File: config.mk
export PLATFORM = sky130hd
export DESIGN_NAME = nelp_ctrl
export DESIGN_NICKNAME = d
export VERILOG_FILES = /design/src/hdl/assert_macros.svh /design/src/hdl/nelp_pkg.sv /design/src/hdl/nelp_ctrl.sv
export SDC_FILE = /design/constraint.sdc
export NUM_CORES = 1
export LEC_CHECK = 0
export BUFFER_PORTS_ARGS = -buffer_cell sky130_fd_sc_hd__buf_2
export CAP_MARGIN = 20
export CORE_AREA = 2 2 39 41
export CTS_CLUSTER_DIAMETER = 60
export DETAILED_ROUTE_END_ITERATION = 12
export DIE_AREA = 0 0 41 43
export GPL_TIMING_DRIVEN = 0
export PLACE_DENSITY_LB_ADDON = 0.15
export SYNTH_ARGS = -nofsm -noshare
export SYNTH_HDL_FRONTEND = slang
export SYNTH_SLANG_ARGS = --single-unit
File: constraint.sdc
create_clock -name clk -period 1.5 [get_ports clk]
set_clock_uncertainty 0.15 [all_clocks]
set_input_delay 0 -clock clk [delete_from_list [all_inputs] [get_ports clk]]
set_output_delay 0 -clock clk [all_outputs]
set_load 0.01 [all_outputs]
File: src/hdl/assert_macros.svh
// ----------------------------------------------------------------------------
// assert_macros.svh
// Shared concurrent assertion macros for the profiler RTL.
// ----------------------------------------------------------------------------
`ifndef ASSERT_MACROS_SVH
`define ASSERT_MACROS_SVH

// Checked on every rising edge outside of reset.
`define ASSERT_CLKD(label, clk, rst, prop, msg) \
  label: assert property (@(posedge clk) disable iff (rst) prop) else $error(msg);

// Checked on every rising edge, also during reset.
`define ASSERT_ALWAYS(label, clk, prop, msg) \
  label: assert property (@(posedge clk) prop) else $error(msg);

`endif

File: src/hdl/nelp_pkg.sv
// ----------------------------------------------------------------------------
// nelp_pkg
// Types and constants shared by the nested event latency profiler modules.
// ----------------------------------------------------------------------------
`default_nettype none

package nelp_pkg;

  localparam int ID_W       = 10;
  localparam int PID_W      = 22;
  localparam int TS_W       = 64;
  localparam int RET_W      = 64;
  localparam int CNT_W      = 32;
  localparam int IN_DATA_W  = 160;
  localparam int OUT_DATA_W = 304;
  localparam int APB_AW     = 3;
  localparam int APB_DW     = 32;

  // register index, taken from paddr[2]
  localparam logic REG_ENABLE = 1'b0;
  localparam logic REG_TARGET = 1'b1;

  localparam logic REQ_ENTER = 1'b0;
  localparam logic REQ_EXIT  = 1'b1;

  typedef struct packed {
    logic             enable;
    logic [PID_W-1:0] target;
  } cfg_t;

  typedef struct packed {
    logic clr_we;
    logic capture;
    logic push;
    logic pop;
    logic calc;
    logic commit;
  } cmd_t;

  typedef struct packed {
    logic clr_last;
    logic evt_ok;
    logic is_exit;
    logic full;
    logic empty;
    logic id_match;
    logic out_free;
  } sts_t;

endpackage

`default_nettype wire

File: src/hdl/nelp_ctrl.sv
// ----------------------------------------------------------------------------
// nelp_ctrl
// Controller: accumulator clearing, event accept and per-event sequencing.
// ----------------------------------------------------------------------------
`default_nettype none

module nelp_ctrl (
  input  wire logic           clk,
  input  wire logic           rst,
  input  wire logic           s_tvalid,
  output logic                s_tready,
  input  nelp_pkg::sts_t      sts,
  output nelp_pkg::cmd_t      cmd
);
  import nelp_pkg::*;

  localparam logic [2:0] ST_CLEAR  = 3'd0;
  localparam logic [2:0] ST_IDLE   = 3'd1;
  localparam logic [2:0] ST_DECIDE = 3'd2;
  localparam logic [2:0] ST_CALC   = 3'd3;
  localparam logic [2:0] ST_COMMIT = 3'd4;

  logic [2:0] state;
  logic [2:0] state_next;

  assign s_tready = (state == ST_IDLE);

  always_ff @(posedge clk) begin
    if (rst) begin
      state <= ST_CLEAR;
    end else begin
      state <= state_next;
    end
  end

  always_comb begin
    state_next = state;
    cmd        = '0;
    case (state)
      ST_CLEAR: begin
        cmd.clr_we = 1'b1;
        if (sts.clr_last) begin
          state_next = ST_IDLE;
        end
      end
      ST_IDLE: begin
        if (s_tvalid) begin
          cmd.capture = 1'b1;
          state_next  = ST_DECIDE;
        end
      end
      ST_DECIDE: begin
        state_next = ST_IDLE;
        if (sts.evt_ok) begin
          if (!sts.is_exit) begin
            cmd.push = !sts.full;
          end else if (!sts.empty) begin
            cmd.pop    = 1'b1;
            state_next = ST_CALC;
          end
        end
      end
      ST_CALC: begin
        cmd.calc   = 1'b1;
        state_next = sts.id_match ? ST_COMMIT : ST_IDLE;
      end
      ST_COMMIT: begin
        if (sts.out_free) begin
          cmd.commit = 1'b1;
          state_next = ST_IDLE;
        end
      end
      default: begin
        state_next = ST_IDLE;
      end
    endcase
  end

endmodule

`default_nettype wire

==> metrics.md <==
| Metric | Value |
|---|---|
| Syn nets | 42 |
| Inserted Clock Buffers | 3 |
| GRT Total Usage | 10.1% |
| Worst path arrival time | 1.28 ns |
| Most flops, register | state |
| Relative slew margins | 85.9% |
| Vias in the first global route | 283 |
| Post-synth cell types | 21 |
| Worst hold endpoint | state[1]$_SDFFE_PP0P_ |
| Drt total wl | 757 µm |
| 1st-pass router iterations | 4 |
| Hold path cells | 3 |
| Vias | 317 |
| Flop-to-flop setup slack | 0.25 ns |
| Ys async rst share | 0% |
| Largest registers | state (3) |
| RSZ-0062 raised after global routing | false |
| Final hold slack | 0.0555 ns |
| Layout cells sized above 1 | 44.8% |
| Row count | 14 |
| First-pass GRT wire length | 1.11 mm |
| Largest net degree at the start of global routing | 10 |
| Worst-path clk slew | 0.04 ns |
| Final setup viols | 0 |
| Seq/Total Area, Yosys | 22.6% |
| PortBufs | 16 |
| Final period util | 95.1% |
| Average wire per standard cell | 10.2 µm |
| Routed vias/inst | 4.28 |
| Worst Slack Setup Final | 0.0738 ns |
| Largest register FFs | 3 |
| Die Ht | 43 µm |
| Run status | completed |
| Cells on worst reg2reg path | 4 |
| Mapped cell area | 265 µm² |
| Ranking of synthesized cells by area | dfxtp_1, nand4bb_4, nor2_1 |
| Element type at the critical path start | register |
| H-tree depth | 1 |
| Number of synthesized flops with an enable pin | 0 |
| CTS Sinks | 3 |
| DR iter-0 viols | 5 |
| Area of placed instances | 365 µm² |
| Grt ovf | 0 |
| Post-DP HPWL | 499 µm |
| Num ports | 17 |
| Crit end category | output port |
| Reg2reg end | state[2]$_SDFFE_PP0P_ |
| Die footprint | 0.00176 mm² |
| Worst EP required | 1.35 ns |
| Crit-path max FO | 8 |
| Worst Tran Pin Value | 0.212 ns |
| Initial Util | 19.2% |
| Synth Flop Type | dfxtp_1 |
| DR DRC count | 0 |
| Root Buffer Master | clkbuf_4 |
| Fmax | 701 MHz |
| Top cells by count, synth | nor2_1, dfxtp_1, nand2_1, nor3_1, inv_1 |
| Initial antenna violation count | 0 |
| Worst r2r src | state[1]$_SDFFE_PP0P_ |
| Synth warn | 0 |
| Core area | 0.00138 mm² |
| Setup TNS | 0 ns |
| Antenna Nets Post-Route | 0 |
| Ant diodes | 0 |
| Fin. Hold Viols | 0 |
| Most frequent cell after synthesis | nor2_1 |
| Setup CP Type | register to output port |
| Nets | 69 |
| Synthesized instance count | 32 |
| P&R area growth vs syn | 72.6% |
| CTS tree | built |
| Clock buffer depth | 2 |
| Worst-Skew Late Latency | 0.23 ns |
| Final total power | 373 µW |
| Dpl ws | 0.260 ns |
| Avg Cell Area, Syn | 8.29 µm² |
| Post-route cell area | 458 µm² |
| Synth top area share | 22.6% |
| Seq cells post-synth | 3 |
| Max-cap check violation count | 0 |
| Critical hold path startpoint | sts[4] |
| Yosys top cell by area | dfxtp_1 |
| Peak supply drop | 251 µV |
| P_leak | 0.000212 µW |
| Die width | 41 µm |
| Max-slew violation count | 0 |
| RePlAce Congestion | 0.695 |
| Min Tclk post-route | 1.43 ns |
| Worst min-delay path class | input port to register |
| Cell Pwr Density | 815 mW/mm² |
cell families (layout without fill, tap and decap cells):
family | after synthesis | count (layout) | synth area share (%)
AO/OA/AOI/OAI | 6 | 6 | 18.9
AND/OR/NAND/NOR | 17 | 17 | 42.9
multiplexers | 1 | 1 | 3.77
flip-flops | 3 | 3 | 22.6
buffers and inverters | 5 | 31 | 11.8
power by group:
| part | internal (µW) | switching [µW] |
|---|---|---|
| sequential | 88.7 | 2.25 |
| combinational | 72.5 | 67.6 |
| clock | 99.7 | 42.6 |
| total | 261 | 112 |
cell type report:
| type | instances | area, µm² |
|---|---|---|
| buffer | 3 | 23.8 |
| clock buffer | 4 | 26.3 |
| fill | 160 | 926 |
| inverter | 2 | 7.51 |
| multi-input combinational | 24 | 180 |
| sequential | 3 | 60.1 |
| tap | 16 | 20.0 |
| timing repair buffer | 22 | 140 |
timing repair:
action / CTS / global route
setup buffers: 0 / 0
hold endpoints to repair: 3 / 0
resized for setup: 0 / 1
endpoints found under the setup margin: 0 / 1
hold buffers: 6 / 0
layer usage:
metal / GRT usage [%] / share of wire, % / wire [µm] / up-vias
met5: 0 / 0 / 0 / -
met4: 10.0 / 1.8 / 14 / 0
met3: 4.71 / 6.2 / 47 / 2
met2: 13.4 / 48 / 361 / 8
met1: 10.9 / 44 / 333 / 144
li1: - / - / - / 163
critical path, cell delays in order (launching register included):
cell       delay, ns
dfxtp_1         0.28
buf_2           0.16
nand4bb_4       0.22
nor3b_4         0.22
buf_2           0.16
worst max-delay path by stage:
stage,to,slack [ns],start
2_1_floorplan,state[1]$_SDFFE_PP0P_,0.23,state[2]$_SDFFE_PP0P_
3_3_place_gp,state[2]$_SDFFE_PP0P_,0.23,state[1]$_SDFFE_PP0P_
3_5_place_dp,state[2]$_SDFFE_PP0P_,0.26,state[1]$_SDFFE_PP0P_
4_1_cts,cmd[2],0.05,state[0]$_SDFFE_PP0P_
5_1_grt,cmd[2],0.009,state[0]$_SDFFE_PP0P_
6_report,cmd[2],0.07,state[0]$_SDFFE_PP0P_
metrics by stage:
stage               utilization (%)  instances
global route                   33.1         74
finish                         33.1         74
floorplan                         -         32
global placement               26.4         64
detailed placement             26.4         64
CTS                            32.6         74
placed cells by master, fill, tap and decap left out, types with 2 or more instances in the layout:
master         instances
buf_2                 17
dlygate4sd3_1          6
nor2_1                 5
nand2_1                3
nor3_1                 3
clkbuf_4               3
dfxtp_1                3
inv_1                  2
No activity file was read; power rests on OpenSTA's default activity.
