File: src/hdl/assert_macros.svh
// ----------------------------------------------------------------------------
// assert_macros.svh
// Shared concurrent assertion macros for the profiler RTL.
// ----------------------------------------------------------------------------
`ifndef ASSERT_MACROS_SVH
`define ASSERT_MACROS_SVH

// Checked on every rising edge outside of reset.
`define ASSERT_CLKD(label, clk, rst, prop, msg) \
  label: assert property (@(posedge clk) disable iff (rst) prop) else $error(msg);

// Checked on every rising edge, also during reset.
`define ASSERT_ALWAYS(label, clk, prop, msg) \
  label: assert property (@(posedge clk) prop) else $error(msg);

`endif

File: src/hdl/nelp_pkg.sv
// ----------------------------------------------------------------------------
// nelp_pkg
// Types and constants shared by the nested event latency profiler modules.
// ----------------------------------------------------------------------------
`default_nettype none

package nelp_pkg;

  localparam int ID_W       = 10;
  localparam int PID_W      = 22;
  localparam int TS_W       = 64;
  localparam int RET_W      = 64;
  localparam int CNT_W      = 32;
  localparam int IN_DATA_W  = 160;
  localparam int OUT_DATA_W = 304;
  localparam int APB_AW     = 3;
  localparam int APB_DW     = 32;

  // register index, taken from paddr[2]
  localparam logic REG_ENABLE = 1'b0;
  localparam logic REG_TARGET = 1'b1;

  localparam logic REQ_ENTER = 1'b0;
  localparam logic REQ_EXIT  = 1'b1;

  typedef struct packed {
    logic             enable;
    logic [PID_W-1:0] target;
  } cfg_t;

  typedef struct packed {
    logic clr_we;
    logic capture;
    logic push;
    logic pop;
    logic calc;
    logic commit;
  } cmd_t;

  typedef struct packed {
    logic clr_last;
    logic evt_ok;
    logic is_exit;
    logic full;
    logic empty;
    logic id_match;
    logic out_free;
  } sts_t;

endpackage

`default_nettype wire

File: src/hdl/nelp_regs.sv
// ----------------------------------------------------------------------------
// nelp_regs
// APB register file: enable and target process id.
// ----------------------------------------------------------------------------
`default_nettype none

module nelp_regs (
  input  wire logic                          clk,
  input  wire logic                          rst,
  input  wire logic                          psel,
  input  wire logic                          penable,
  input  wire logic                          pwrite,
  input  wire logic [nelp_pkg::APB_AW-1:0]   paddr,
  input  wire logic [nelp_pkg::APB_DW-1:0]   pwdata,
  output logic      [nelp_pkg::APB_DW-1:0]   prdata,
  output logic                               pready,
  output nelp_pkg::cfg_t                     cfg
);
  import nelp_pkg::*;

  logic wr_en;

  assign pready = 1'b1;
  assign wr_en  = psel && penable && pwrite && pready;

  always_ff @(posedge clk) begin
    if (rst) begin
      cfg.enable <= 1'b0;
      cfg.target <= '0;
    end else if (wr_en) begin
      case (paddr[2])
        REG_ENABLE: cfg.enable <= pwdata[0];
        REG_TARGET: cfg.target <= pwdata[PID_W-1:0];
        default: ;
      endcase
    end
  end

  always_comb begin
    case (paddr[2])
      REG_ENABLE: prdata = {{(APB_DW-1){1'b0}}, cfg.enable};
      REG_TARGET: prdata = {{(APB_DW-PID_W){1'b0}}, cfg.target};
      default:    prdata = '0;
    endcase
  end

endmodule

`default_nettype wire

File: config.mk
export PLATFORM = sky130hd
export DESIGN_NAME = nelp_regs
export DESIGN_NICKNAME = d
export VERILOG_FILES = /design/src/hdl/assert_macros.svh /design/src/hdl/nelp_pkg.sv /design/src/hdl/nelp_regs.sv
export SDC_FILE = /design/constraint.sdc
export NUM_CORES = 1
export LEC_CHECK = 0
export BUFFER_PORTS_ARGS = -buffer_cell sky130_fd_sc_hd__buf_2
export CAP_MARGIN = 40
export CORE_MARGIN = 2
export CORE_UTILIZATION = 36
export CTS_CLUSTER_DIAMETER = 150
export DETAILED_ROUTE_END_ITERATION = 12
export GPL_ROUTABILITY_DRIVEN = 0
export PLACE_DENSITY = 0.76
export SLEW_MARGIN = 0
export SYNTH_ARGS = -nofsm -noshare
export SYNTH_HDL_FRONTEND = slang
export SYNTH_SLANG_ARGS = --single-unit
File: constraint.sdc
create_clock -name clk -period 0.8 [get_ports clk]
set_input_delay 0.04 -clock clk [delete_from_list [all_inputs] [get_ports clk]]
set_output_delay 0.04 -clock clk [all_outputs]
set_load 0.005 [all_outputs]
==> results of run 1 <==
## synth_stat cells
cell type	instances	area (sq um)
nand2b_1	45	282
conb_1	2	7.51
dfxtp_1	23	460
and2_1	20	125
buf_6	1	11.3
clkbuf_1	6	22.5
buf_4	11	82.6
and2_2	1	7.51
nand4b_1	1	8.76
mux2_2	1	11.3
buf_12	2	40.0
and4_1	1	8.76
mux2i_1	23	230
## metrics by stage
step	total power [mW]	utilization [%]	instance area [sq um]	instances
after detailed placement	1.52	49.1	1660	250
after global placement	1.51	49.1	1660	250
final	2.19	67.6	2290	288
after CTS	2.14	60.5	2050	280
after floorplan	1.41	-	1330	146
after global routing	2.30	67.6	2290	288
## critical path, cell delays in order, from the launching register on
cell and delay, ns:
dfxtp_2 0.35, mux2_4 0.28, buf_6 0.12
## layer usage
| layer | share of wire [%] | wire, um | vias to the layer above | track usage (%) |
|---|---|---|---|---|
| li1 | - | - | 620 | - |
| met1 | 38 | 1480 | 588 | 20.1 |
| met2 | 55 | 2120 | 53 | 28.5 |
| met3 | 5.4 | 207 | 2 | 1.94 |
| met4 | 0.76 | 29 | 0 | 6.52 |
| met5 | 0 | 0 | - | 0 |
## power breakdown
part | switching (mW) | internal [mW] | leakage [nW] | total [mW]
Combinational | 0.174 | 0.296 | 0.855 | 0.470
Sequential | 0.0211 | 1.17 | 0.197 | 1.20
Clock | 0.341 | 0.186 | 0.0177 | 0.528
Total | 0.536 | 1.66 | 1.07 | 2.19
## area by class of cell
cell class | count | area, sq um | share of cell area [%]
Tap cell | 46 | 57.6 | 2.51
Multi-Input combinational cell | 103 | 757 | 33.0
Clock inverter | 1 | 5.00 | 0.218
Sequential cell | 23 | 489 | 21.3
Clock buffer | 3 | 22.5 | 0.983
Timing Repair Buffer | 112 | 961 | 41.9
## worst max-delay path by stage
stage | slack [ns] | depth (start not counted) | to
2_1_floorplan | 0.09 | 4 | cfg[0]$_SDFFE_PP0P_
3_3_place_gp | -0.06 | 4 | cfg[21]$_SDFFE_PP0P_
3_5_place_dp | -0.07 | 3 | cfg[22]$_SDFFE_PP0P_
4_1_cts | -0.27 | 2 | prdata[0]
5_1_grt | -0.32 | 2 | prdata[0]
6_report | -0.28 | 2 | prdata[0]
## timing repair
item                                   CTS  global route
setup endpoints to repair               45            46
resized for setup                       41            40
endpoints found under the hold margin   20             0
hold buffers                            20             0
pin swaps                                0             1
setup buffers                            6             9
## cell families (layout without fill, tap and decap cells)
kind of cell,Yosys count,count (layout),synth area share [%]
AND/OR/NAND/NOR,68,68,33.3
multiplexers,24,24,18.6
flip-flops,23,23,35.5
buffers and inverters,20,116,12.1
other,2,11,0.579
==> impl_metrics.tcl, run 1 <==
set metrics [dict create \
    nets 283 \
    r2r_start "cfg[22]$_SDFFE_PP0P_" \
    timing.rr.end "cfg[22]$_SDFFE_PP0P_" \
    clock.fmax_mhz 923 \
    violations "setup timing" \
    hp-class "in2reg" \
    ys_seq_area_share_pct 35.5 \
    wl_per_cell_um 13.3 \
    ys_ff_latch 23 \
    ant_nets 0 \
    clockRootBuffer "clkbuf_4" \
    p_leak_nw 1.07 \
    die_width_um 64.0 \
    cts-buffers-inserted 3 \
    worstPathArrival_ns 1.04 \
    finalCritPeriodShare_pct 135 \
    tns_ns -4.56 \
    ir_worst_vdd_uv 500 \
    core_sq_um 3390 \
    critical_path_class "reg2out" \
    drt_iter0_drc 55 \
    ys_types 13 \
    ioPinCount 96 \
    worstHoldStart "pwdata[9]" \
    ys_warn_count 0 \
    clk_latency_ns 0.30 \
    cp_data_required_time_ns 0.76 \
    top_register "cfg" \
    avgSynthCellArea_sq_um 9.47 \
    hpwl_um 1960 \
    grt_overflow 0 \
    grt_pass1_vias 1128 \
    holdPathEnd "cfg[9]$_SDFFE_PP0P_" \
    drc 0 \
    max_cap_viol_count 0 \
    start_kind "register" \
    hold_viol 0 \
    hold_ws_ns 0.00520 \
    reg2regPathDepth 5 \
    routed-via-count 1263 \
    clock_skew_ns 0 \
    diodes 0 \
    ctsHtreeMaxLevel 1 \
    grt_max_degree 46 \
    worst_pin_slew_ns 0.522 \
    status "complete, but fails checks" \
    cts_tree "done" \
    reg.largest.list "cfg (23)" \
    path_clk_slew_ns 0.13 \
    initial_core_util_pct 38.3 \
    dieArea_sq_um 4100 \
    endpoint_kind "output pin" \
    post-route-min-period_ns 1.08 \
    final_common_cell "nand2b_1" \
    final_cell_mix "45 x nand2b_1, 42 x buf_2, 40 x buf_6" \
    vias_per_cell 4.39 \
    grt_pass1_wl_um 5280 \
    place.port_buffers 72 \
    cts.sinks 23 \
    drt_wl_total_um 3840 \
    synthesis.area_sq_um 1300 \
    die_h_um 64.0 \
    drive_gt1_share_pct 56.2 \
    crit_fanout 2 \
    r2r_slack_ns -0.12 \
    crit_start "cfg[22]$_SDFFE_PP0P_" \
    drtPass1Iterations 4 \
    maxSlewHeadroom_pct 65.2 \
    n_fill_cell 247 \
    setup_viol 46 \
    row_count 21 \
    holdPathStages 3 \
    cts_max_path_buffers 2 \
    areaGrowthSynthToFinish_pct 76.7 \
    rsz0062_at_grt "yes" \
    grt_util_all_layers_pct 16.3 \
    setup_ws_ns -0.283 \
    place_ws_ns -0.0739 \
    power_density_nw_per_um2 957 \
    synthCells 137 \
    largest_reg_flops 23 \
    drv_slew 0 \
    antenna_found_initial 0 \
]
No activity file was read; power rests on OpenSTA's default activity.
==> run 2, diff against run 1 <==
--- a/config.mk
+++ b/config.mk
@@ -8,11 +8,12 @@
 export BUFFER_PORTS_ARGS = -buffer_cell sky130_fd_sc_hd__buf_2
 export CAP_MARGIN = 40
 export CORE_MARGIN = 2
-export CORE_UTILIZATION = 36
+export CORE_UTILIZATION = 37
+export CTS_BUF_LIST = sky130_fd_sc_hd__clkbuf_4 sky130_fd_sc_hd__clkbuf_8
 export CTS_CLUSTER_DIAMETER = 150
 export DETAILED_ROUTE_END_ITERATION = 12
 export GPL_ROUTABILITY_DRIVEN = 0
-export PLACE_DENSITY = 0.76
+export PLACE_DENSITY = 0.77
 export SLEW_MARGIN = 0
 export SYNTH_ARGS = -nofsm -noshare
 export SYNTH_HDL_FRONTEND = slang
==> run 2 against run 1 <==
Net effect:
- the run still ends with setup timing left
- via count decreased by 4.3%
- die area decreased by 2.5%
- clock power increased by 2%
==> impl_metrics.tcl, run 2 (synthesized netlist as in run 1, its figures left out) <==
set metrics [dict create \
    status "complete, but fails checks" \
    violations "setup timing" \
    drt_wl_total_um 3330 \
    seq_area_sq_um 489 \
    grt_overflow 0 \
    cts_max_path_buffers 2 \
    final_common_cell "buf_2" \
    path_cells "mux2_4 -> buf_6" \
    reg.largest.list "cfg (23)" \
    post-route-min-period_ns 1.08 \
    cp_data_required_time_ns 0.76 \
    cp_slowest_cell "dfxtp_2" \
    path_clk_slew_ns 0.13 \
    grt_max_degree 46 \
    diodes 0 \
    drt_iter0_drc 28 \
    cts.sinks 23 \
    core_sq_um 3360 \
    clock_skew_ns 0 \
    ctsHtreeMaxLevel 1 \
    clk_latency_ns 0.31 \
    cp_top_family "flip-flops" \
    p_leak_nw 1.01 \
    p_total_mw 2.16 \
    place.port_buffers 72 \
    multi_input_area_sq_um 749 \
    crit_fanout 2 \
    start_kind "register" \
    slowest_delay_ns 0.35 \
    n_fill_cell 276 \
    power_density_nw_per_um2 1010 \
    endpoint_kind "output pin" \
    wl_per_cell_um 11.9 \
    drive_gt1_share_pct 52.6 \
    clock.fmax_mhz 922 \
    place_ws_ns -0.0691 \
    grt_pass1_vias 1220 \
    setup_ws_ns -0.285 \
    vias_per_cell 4.32 \
    top_register "cfg" \
    ir_worst_vdd_uv 583 \
    worstPathArrival_ns 1.04 \
    dieArea_sq_um 4000 \
    max_cap_viol_count 0 \
    hp-class "in2reg" \
    die_h_um 63.2 \
    finalCritPeriodShare_pct 136 \
    antenna_found_initial 0 \
    maxSlewHeadroom_pct 63.3 \
    tns_ns -3.87 \
    areaGrowthSynthToFinish_pct 65.0 \
    row_count 21 \
    cts_tree "done" \
    ioPinCount 96 \
    routed-via-count 1209 \
    final_cell_mix "50 x buf_2, 45 x nand2b_1, 25 x buf_6" \
    drv_slew 0 \
    cts-buffers-inserted 3 \
    setup_viol 46 \
    critical_path_class "reg2out" \
    hold_viol 0 \
    fin_util_pct 63.7 \
    critPathBufInv 1 \
    clockRootBuffer "clkbuf_4" \
    largest_reg_flops 23 \
    ant_nets 0 \
    drtPass1Iterations 4 \
    nets 275 \
    grt_pass1_wl_um 5160 \
    die_width_um 63.2 \
    rsz0062_at_grt "yes" \
    hpwl_um 1870 \
    drc 0 \
    worst_pin_slew_ns 0.551 \
    grt_util_all_layers_pct 16.0 \
    initial_core_util_pct 38.6 \
]
==> run 2: cell count changes in the layout (fill, tap and decap cells not counted) <==
cell / before / now
buf_6: 40 / 25
buf_2: 42 / 50
and2_1: 5 / 8
and2_4: 16 / 13
buf_4: 8 / 6
dlygate4sd3_1: 20 / 22
buf_12: 2 / 1
==> run 2: layout make-up <==
class / instances / area share (%)
Timing Repair Buffer: 104 / 38.2
Multi-Input combinational cell: 103 / 35.0
Sequential cell: 23 / 22.9
Tap cell: 46 / 2.69
Clock buffer: 3 / 1.05
Clock inverter: 1 / 0.234
==> run 2: worst min-delay path: stages <==
cell	delay [ns]
buf_2	0.10
nand4b_1	0.10
mux2i_1	0.08
==> run 2: final timing paths <==
path                                            from              endpoint  slack [ns]  depth (start not counted)
worst max-delay path            cfg[22]$_SDFFE_PP0P_             prdata[0]       -0.28                          2
worst min-delay path                         penable  cfg[22]$_SDFFE_PP0P_        0.04                          3
worst max register to register   cfg[1]$_SDFFE_PP0P_   cfg[1]$_SDFFE_PP0P_           0                          4
worst min register to register  cfg[16]$_SDFFE_PP0P_  cfg[16]$_SDFFE_PP0P_        0.48                          2
==> run 2: routing by layer <==
metal,GRT usage [%],routed length [um]
met1,16.2,1350
met2,31.5,1710
met3,3.93,259
met4,4.89,18
met5,0,0
==> run 2: power breakdown <==
group / switching [mW] / internal [mW] / total [mW]
sequential: 0.0193 / 1.17 / 1.19
clock: 0.355 / 0.186 / 0.541
combinational: 0.157 / 0.265 / 0.422
==> run 2: timing repair <==
item / CTS / global route
hold endpoints to repair: 23 / 0
resized for setup: 30 / 32
hold buffers: 22 / 0
setup endpoints to repair: 45 / 45
buffers inserted: 3 / 4
cloned: 0 / 0
==> run 2: stage by stage <==
stage          hold slack [ns]  std cells  area, sq um
3_5_place_dp             0.309        247         1630
2_1_floorplan            0.195        146         1330
4_1_cts                 0.0155        276         1960
6_report                0.0362        280         2140
5_1_grt                 0.0389        280         2140
3_3_place_gp             0.304        247         1630
